===== src/hdl/bpuck_pkg.sv =====
// ----------------------------------------------------------------------------
// bpuck_pkg
// Shared types, codes and mask helpers of the bitmap pixel unpacker.
// ----------------------------------------------------------------------------
package bpuck_pkg;

    localparam int PALETTE_DEPTH = 256;
    localparam int PAL_AW        = $clog2(PALETTE_DEPTH);
    localparam logic [8:0] PAL_LIMIT = 9'(PALETTE_DEPTH);

    localparam int CFG_AW = 3;
    localparam int CFG_DW = 32;

    typedef enum logic [CFG_AW-1:0] {
        REG_BPP      = 3'd0,
        REG_COMP     = 3'd1,
        REG_RED_MASK = 3'd2,
        REG_GRN_MASK = 3'd3,
        REG_BLU_MASK = 3'd4,
        REG_KEY_EN   = 3'd5
    } cfg_reg_t;

    localparam logic       CMD_LOAD    = 1'b0;
    localparam logic       CMD_CONVERT = 1'b1;

    localparam logic [5:0] BPP_1  = 6'd1;
    localparam logic [5:0] BPP_4  = 6'd4;
    localparam logic [5:0] BPP_8  = 6'd8;
    localparam logic [5:0] BPP_16 = 6'd16;
    localparam logic [5:0] BPP_24 = 6'd24;
    localparam logic [5:0] BPP_32 = 6'd32;

    localparam logic [3:0] COMP_PLAIN    = 4'd0;
    localparam logic [3:0] COMP_BITFIELD = 4'd3;

    typedef struct packed {
        logic [31:0] mask;
        logic [4:0]  low;
        logic [5:0]  span;
    } chan_fmt_t;

    typedef struct packed {
        logic [5:0] bpp;
        logic [3:0] comp;
        chan_fmt_t  red;
        chan_fmt_t  green;
        chan_fmt_t  blue;
        logic       key_en;
    } cfg_t;

    localparam chan_fmt_t FMT_565_R = '{mask: 32'h0000_f800, low: 5'd11, span: 6'd5};
    localparam chan_fmt_t FMT_565_G = '{mask: 32'h0000_07e0, low: 5'd5,  span: 6'd6};
    localparam chan_fmt_t FMT_565_B = '{mask: 32'h0000_001f, low: 5'd0,  span: 6'd5};
    localparam chan_fmt_t FMT_888_R = '{mask: 32'h00ff_0000, low: 5'd16, span: 6'd8};
    localparam chan_fmt_t FMT_888_G = '{mask: 32'h0000_ff00, low: 5'd8,  span: 6'd8};
    localparam chan_fmt_t FMT_888_B = '{mask: 32'h0000_00ff, low: 5'd0,  span: 6'd8};

    function automatic logic [4:0] mask_low(input logic [31:0] m);
        logic [4:0] r;
        r = '0;
        for (int i = 31; i >= 0; i--)
        begin
            if (m[i])
                r = 5'(i);
        end
        return r;
    endfunction

    function automatic logic [4:0] mask_high(input logic [31:0] m);
        logic [4:0] r;
        r = '0;
        for (int i = 0; i < 32; i++)
        begin
            if (m[i])
                r = 5'(i);
        end
        return r;
    endfunction

    function automatic logic [5:0] mask_span(input logic [31:0] m);
        return 6'(mask_high(m)) - 6'(mask_low(m)) + 6'd1;
    endfunction

endpackage


===== src/hdl/bpuck_cfg.sv =====
// ----------------------------------------------------------------------------
// bpuck_cfg
// Configuration registers; mask position and width are decoded on write.
// ----------------------------------------------------------------------------
module bpuck_cfg
    import bpuck_pkg::*;
(
    input  logic              clk,
    input  logic              rst_n,
    input  logic              cfg_wr_en,
    input  logic [CFG_AW-1:0] cfg_addr,
    input  logic [CFG_DW-1:0] cfg_wdata,
    output cfg_t              cfg
);

    logic [5:0] bpp_reg;
    logic [3:0] comp_reg;
    chan_fmt_t  red_fmt_reg;
    chan_fmt_t  grn_fmt_reg;
    chan_fmt_t  blu_fmt_reg;
    logic       key_en_reg;
    chan_fmt_t  wr_fmt;

    assign wr_fmt = '{mask: cfg_wdata, low: mask_low(cfg_wdata), span: mask_span(cfg_wdata)};

    always_ff @(posedge clk or negedge rst_n)
    begin
        if (!rst_n)
        begin
            bpp_reg     <= BPP_8;
            comp_reg    <= COMP_PLAIN;
            red_fmt_reg <= '0;
            grn_fmt_reg <= '0;
            blu_fmt_reg <= '0;
            key_en_reg  <= 1'b0;
        end
        else if (cfg_wr_en)
        begin
            unique case (cfg_reg_t'(cfg_addr))
                REG_BPP:      bpp_reg     <= cfg_wdata[5:0];
                REG_COMP:     comp_reg    <= cfg_wdata[3:0];
                REG_RED_MASK: red_fmt_reg <= wr_fmt;
                REG_GRN_MASK: grn_fmt_reg <= wr_fmt;
                REG_BLU_MASK: blu_fmt_reg <= wr_fmt;
                REG_KEY_EN:   key_en_reg  <= cfg_wdata[0];
                default:      ;
            endcase
        end
    end

    assign cfg = '{bpp: bpp_reg, comp: comp_reg, red: red_fmt_reg, green: grn_fmt_reg,
                   blue: blu_fmt_reg, key_en: key_en_reg};

endmodule


===== config.mk =====
export PLATFORM = sky130hd
export DESIGN_NAME = bpuck_cfg
export DESIGN_NICKNAME = d
export VERILOG_FILES = /design/src/hdl/bpuck_pkg.sv /design/src/hdl/bpuck_cfg.sv
export SDC_FILE = /design/constraint.sdc
export NUM_CORES = 1
export LEC_CHECK = 0
export BUFFER_PORTS_ARGS = -buffer_cell sky130_fd_sc_hd__buf_2
export CORE_MARGIN = 2
export CORE_UTILIZATION = 47
export DETAILED_ROUTE_END_ITERATION = 10
export HOLD_SLACK_MARGIN = 0.1
export PLACE_DENSITY = 0.77
export SYNTH_ARGS = -nofsm -noshare
export SYNTH_HDL_FRONTEND = slang
export SYNTH_SLANG_ARGS = --single-unit

===== constraint.sdc =====
create_clock -name clk -period 0.8 [get_ports clk]
set_input_delay 0.12 -clock clk [delete_from_list [all_inputs] [get_ports clk]]
set_output_delay 0.12 -clock clk [all_outputs]
set_load 0.03 [all_outputs]

==> qor.tcl, run 1 <==
set qor(run_status) {stopped before the end}
set qor(last-stage-reached) {global routing (5_1_grt)}
set qor(first-error) {[ERROR GRT-0232] Routing congestion too high. Check the congestion heatmap in the GUI.}
set qor(ys_types) 47
set qor(groute.usage.overall_pct) 62.9
set qor(yosys_warnings) 0
set qor(synth-seq-area-share_pct) 58.8
set qor(synth_flop_cell) {sky130_fd_sc_hd__dfrtp_1}
set qor(netlist_area_sq_mm) 0.00596
set qor(antenna_found_initial) 3
set qor(gr-total-overflow) 6
set qor(buffer_ports.inserted) 177
set qor(synth.top_cells.by_area) {sky130_fd_sc_hd__dfrtp_1 58%, sky130_fd_sc_hd__mux2_1 9.8%, sky130_fd_sc_hd__nand2_1 8.4%}
set qor(ctsLongestPathBuffers) 2
set qor(cts_sinks) 140
set qor(synth_enable_flop_cells) 0
set qor(synthTopCellsByCount) {139 x sky130_fd_sc_hd__dfrtp_1, 134 x sky130_fd_sc_hd__nand2_1, 52 x sky130_fd_sc_hd__mux2_1}
set qor(initial_utilization_pct) 47.6
set qor(synth_top_cell_area_share_pct) 58.3
set qor(synth_nets) 603
set qor(grt_start_max_net_pins) 41
set qor(core.rowCount) 41
set qor(cts.root.buffer_cell) {sky130_fd_sc_hd__clkbuf_16}
set qor(tritoncts.num_buffers) 17
set qor(timing.repair.worst_endpoint_type) {sequential cell input}
set qor(syn_avg_cell_area_sq_um) 10.7
set qor(h-tree-depth) 4
set qor(post-synth-top-count-cell) {sky130_fd_sc_hd__dfrtp_1}
set qor(io_pins) 178
set qor(chipWidth_um) 117
set qor(die_height_um) 117
set qor(synth_top_area_cell) {sky130_fd_sc_hd__dfrtp_1}
set qor(postSynthRegisterBits) 140
set qor(globalplace.congestion) 0.853
set qor(dp.final_hpwl_um) 12900
set qor(end_pin_of_the_worst_setup_path_after_global_route_repair) {cfg[49]$_DFFE_PN0P_/D}
set qor(synth_async_sr_flop_share_pct) 100
set qor(synth_cells) 555
## logic make-up after synthesis
group | count (synthesis) | share of synthesized area, %
AO/OA/AOI/OAI | 99 | 9.84
XOR/XNOR | 3 | 0.441
adder cells (fa/ha/maj) | 10 | 2.22
buffers and inverters | 46 | 3.08
flip-flops | 140 | 58.8
multiplexers | 61 | 11.5
AND/OR/NAND/NOR | 196 | 14.1
## layer usage
layer / overflow / GRT usage, %
met1: 0 / 60.6
met2: 4 / 86.7
met3: 0 / 43.4
met4: 2 / 61.5
met5: 0 / 4.81
## metrics by stage
step / setup WS (ns) / instances / cell area, sq um / hold slack (ns)
floorplan: -2.02 / 555 / 6420 / -0.176
global placement: -2.25 / 978 / 8110 / 0.0225
detailed placement: -2.30 / 978 / 8110 / 0.0239
CTS: -1.78 / 1092 / 10700 / 0.0467
## timing repair
action	CTS
endpoints found under the hold margin	165
cloned	4
resized for setup	374
hold buffers	9
buffers inserted	71
pin swaps	30
endpoints found under the setup margin	206
==> run 2, diff against run 1 <==
--- a/config.mk
+++ b/config.mk
@@ -7,10 +7,9 @@
 export LEC_CHECK = 0
 export BUFFER_PORTS_ARGS = -buffer_cell sky130_fd_sc_hd__buf_2
 export CORE_MARGIN = 2
-export CORE_UTILIZATION = 47
+export CORE_UTILIZATION = 40
 export DETAILED_ROUTE_END_ITERATION = 10
-export HOLD_SLACK_MARGIN = 0.1
-export PLACE_DENSITY = 0.77
+export PLACE_DENSITY_LB_ADDON = 0.15
 export SYNTH_ARGS = -nofsm -noshare
 export SYNTH_HDL_FRONTEND = slang
 export SYNTH_SLANG_ARGS = --single-unit
==> constraint.sdc (replaced) <==
create_clock -name clk -period 1 [get_ports clk]
set_input_delay 0.15 -clock clk [delete_from_list [all_inputs] [get_ports clk]]
set_output_delay 0.15 -clock clk [all_outputs]
set_load 0.03 [all_outputs]
==> run 2 against run 1 <==
- the flow now finishes, with violations (setup timing)
- synthesized cell count did not move
- synthesized area is the same
==> qor.tcl, run 2 <==
set qor(critical_path_arrival_ns) 2.91
set qor(ys_types) 47
set qor(yosys_warnings) 0
set qor(tritoncts_clock_tree) {done}
set qor(number_of_flip_flops_in_the_largest_register) 129
set qor(synth-seq-area-share_pct) 58.8
set qor(worst-slew-pin-transition_ns) 0.341
set qor(groute.usage.overall_pct) 24.4
set qor(initial_utilization_pct) 41.0
set qor(clock_skew_ns) 0
set qor(drv_slew) 0
set qor(fillerInstances) 1011
set qor(route.final.wire_length_um) 19300
set qor(synth_async_sr_flop_share_pct) 100
set qor(pwr-share-seq_pct) 34.9
set qor(ir_drop_mv) 1.41
set qor(category_of_the_most_critical_setup_path) {in2reg}
set qor(synth_nets) 603
set qor(time_the_worst_path_needs_with_i_o_delays_and_setup_ns) 2.61
set qor(worst_setup_path_end_kind) {flop}
set qor(power.static_leakage_nw) 5.21
set qor(synth.top_cells.by_area) {sky130_fd_sc_hd__dfrtp_1 58%, sky130_fd_sc_hd__mux2_1 9.8%, sky130_fd_sc_hd__nand2_1 8.4%}
set qor(drt_iter0_markers) 338
set qor(setup_viol_count_final) 176
set qor(grt_first_pass_wirelength_um) 30300
set qor(cp_top_family) {compound AO/OA/AOI/OAI gates}
set qor(maxCapViolations) 0
set qor(most_common_library_cell_in_the_layout_ignoring_fill_and_taps) {sky130_fd_sc_hd__buf_6}
set qor(critical_path_peak_fanout) 3
set qor(clkSlewWorstSetupHoldPaths_ns) 0.06
set qor(crit_required_ns) 1.30
set qor(core.rowCount) 44
set qor(postSynthRegisterBits) 140
set qor(ant_nets) 0
set qor(crit_slowest_cell) {sky130_fd_sc_hd__or4_4}
set qor(syn_avg_cell_area_sq_um) 10.7
set qor(die_height_um) 126
set qor(finalWorstSetupSlack_ns) -1.61
set qor(worst_max_slew_margin_expressed_relative_to_the_limit_pct) 77.3
set qor(fin_hold_ws_ns) 0.0277
set qor(grt_start_max_net_pins) 44
set qor(hold_viol_final) 0
set qor(sequential_cell_area_sq_mm) 0.00350
set qor(chipWidth_um) 126
set qor(synth_top_cell_area_share_pct) 58.3
set qor(pwr-share-comb_pct) 37.3
set qor(h-tree-depth) 4
set qor(intPower_mw) 14.6
set qor(power.clock.fraction_pct) 27.9
set qor(design.final.nets) 952
set qor(core_area_sq_mm) 0.0145
set qor(gr-total-overflow) 0
set qor(synth_enable_flop_cells) 0
set qor(drt_pass_1_iters) 4
set qor(path_cells) {buf_6 > or4_4 > o221ai_4 > a21oi_2 > o31a_1 > o31a_1 > ha_4 > inv_2 > ha_4 > inv_2 > fa_2 > buf_4 > buf_6 > xor2_2 > o21ai_1}
set qor(dp.final_hpwl_um) 12900
set qor(most-common-layout-cells) {163 x sky130_fd_sc_hd__buf_6, 158 x sky130_fd_sc_hd__buf_4, 139 x sky130_fd_sc_hd__dfrtp_1, 131 x sky130_fd_sc_hd__nand2_1, 41 x sky130_fd_sc_hd__mux2_1}
set qor(synthTopCellsByCount) {139 x sky130_fd_sc_hd__dfrtp_1, 134 x sky130_fd_sc_hd__nand2_1, 52 x sky130_fd_sc_hd__mux2_1}
set qor(cts_sinks) 140
set qor(worst-path-buf-inv) 5
set qor(synth_top_area_cell) {sky130_fd_sc_hd__dfrtp_1}
set qor(worst_setup_path_start_kind) {input pin}
set qor(power.total_mw) 22.1
set qor(failed_checks) {setup timing}
set qor(netlist_area_sq_mm) 0.00596
set qor(setup_repair_after_global_routing_missed_its_margin) {yes}
set qor(wl_per_cell_um) 17.6
set qor(buffer_ports.inserted) 177
set qor(dr_total_vias) 5515
set qor(total_area_of_multi_input_combinational_cells_sq_mm) 0.00273
set qor(layoutNonFillerInstCount) 1100
set qor(antennaDiodeCount) 0
set qor(insertion_delay_ns) 0.42
set qor(powerDensity_mw_per_mm2) 2110
set qor(fp.dieArea_sq_mm) 0.0159
set qor(switching_share_pct) 33.9
set qor(final.period_utilization_pct) 261
set qor(syn_to_final_growth_pct) 76.2
set qor(io_pins) 178
set qor(final_core_occ_pct) 72.3
set qor(crit_path_max_incr_delay_ns) 0.55
set qor(share_of_final_layout_standard_cells_stronger_than_drive_strength_1_pct) 53.1
set qor(viasPerCell) 5.01
set qor(detailedPlace.worstSlack_ns) -2.12
set qor(synth_cells) 555
set qor(antenna_found_initial) 1
set qor(ctsLongestPathBuffers) 2
set qor(maximum_clock_frequency_mhz) 383
set qor(run_status) {finished with violations}
set qor(synth_flop_cell) {sky130_fd_sc_hd__dfrtp_1}
set qor(post-synth-top-count-cell) {sky130_fd_sc_hd__dfrtp_1}
set qor(cts.root.buffer_cell) {sky130_fd_sc_hd__clkbuf_16}
set qor(numPlacedInstances) 984
set qor(drc_errors) 0
set qor(path_category_of_the_worst_min_delay_check) {in2reg}
set qor(netSwitchingPower_mw) 7.50
set qor(first_global_vias) 5748
set qor(globalplace.congestion) 0.760
set qor(tritoncts.num_buffers) 17
run 2: cell counts after synthesis:
No cell type changed its count.
run 2: what timing repair did:
item                                   CTS  global route
endpoints found under the hold margin  139             0
setup buffers                           42            47
hold buffers                             1             0
pin swaps                               16            14
resized for setup                      335            27
setup endpoints to repair              173           172
run 2: tightest hold or removal path: stages:
cell	delay, ns
sky130_fd_sc_hd__buf_8	0.08
sky130_fd_sc_hd__buf_4	0.10
sky130_fd_sc_hd__nand2_1	0.04
sky130_fd_sc_hd__nand2_1	0.05
run 2: metrics by stage:
stage / instance area, sq um / TNS, ns
detailed placement: 8080 / -63.72
global route: 10500 / -47.04
finish: 10500 / -41.18
CTS: 10100 / -41.61
floorplan: 6370 / -34.46
global placement: 8080 / -61.10
run 2: worst paths after layout:
path	start	to	slack, ns	cells after the start
max reg2reg	cfg[61]	cfg[61]	-0.04	3
min	cfg_wdata[31]	cfg[129]	0.03	4
max	cfg_wdata[5]	cfg[4]	-1.61	15
min reg2reg	cfg[128]	cfg[128]	0.50	2
max in group asynchronous	rst_n	bpp_reg[3]	0.25	3
min in group asynchronous	rst_n	cfg[95]	0.19	2
run 2: layout make-up:
class	count	area share, %
Multi-Input combinational cell	369	26.0
Timing Repair Buffer	362	32.5
Clock inverter	12	1.16
Inverter	14	0.500
Clock buffer	19	4.31
Sequential cell	140	33.4
Tap cell	184	2.19
run 2: cell families after synthesis:
kind of cell             count (synthesis)  synth area share (%)
XOR/XNOR                                 3                 0.441
buffers and inverters                   46                  3.08
AND/OR/NAND/NOR                        196                  14.1
adder cells (fa/ha/maj)                 10                  2.22
flip-flops                             140                  58.8
multiplexers                            61                  11.5
AO/OA/AOI/OAI                           99                  9.84
run 2: per-layer routing:
| layer | global-route usage (%) | up-vias | part of all wire, % |
|---|---|---|---|
| li1 | - | 2603 | - |
| met4 | 7.37 | 0 | 1.4 |
| met3 | 7.39 | 21 | 6.0 |
| met5 | 0 | - | 0 |
| met1 | 30.2 | 2735 | 41 |
| met2 | 41.2 | 156 | 52 |
run 2: power by group through the flow:
stage          logic, mW  clock network, mW  registers (mW)
6_report            8.24               6.16            7.72
4_1_cts             7.65               6.25            7.68
3_3_place_gp        5.62                  0            7.44
2_1_floorplan       1.33                  0            9.71
3_5_place_dp        5.70                  0            7.51
5_1_grt             8.69               6.57            7.82
No activity file was read; power rests on OpenSTA's default activity.
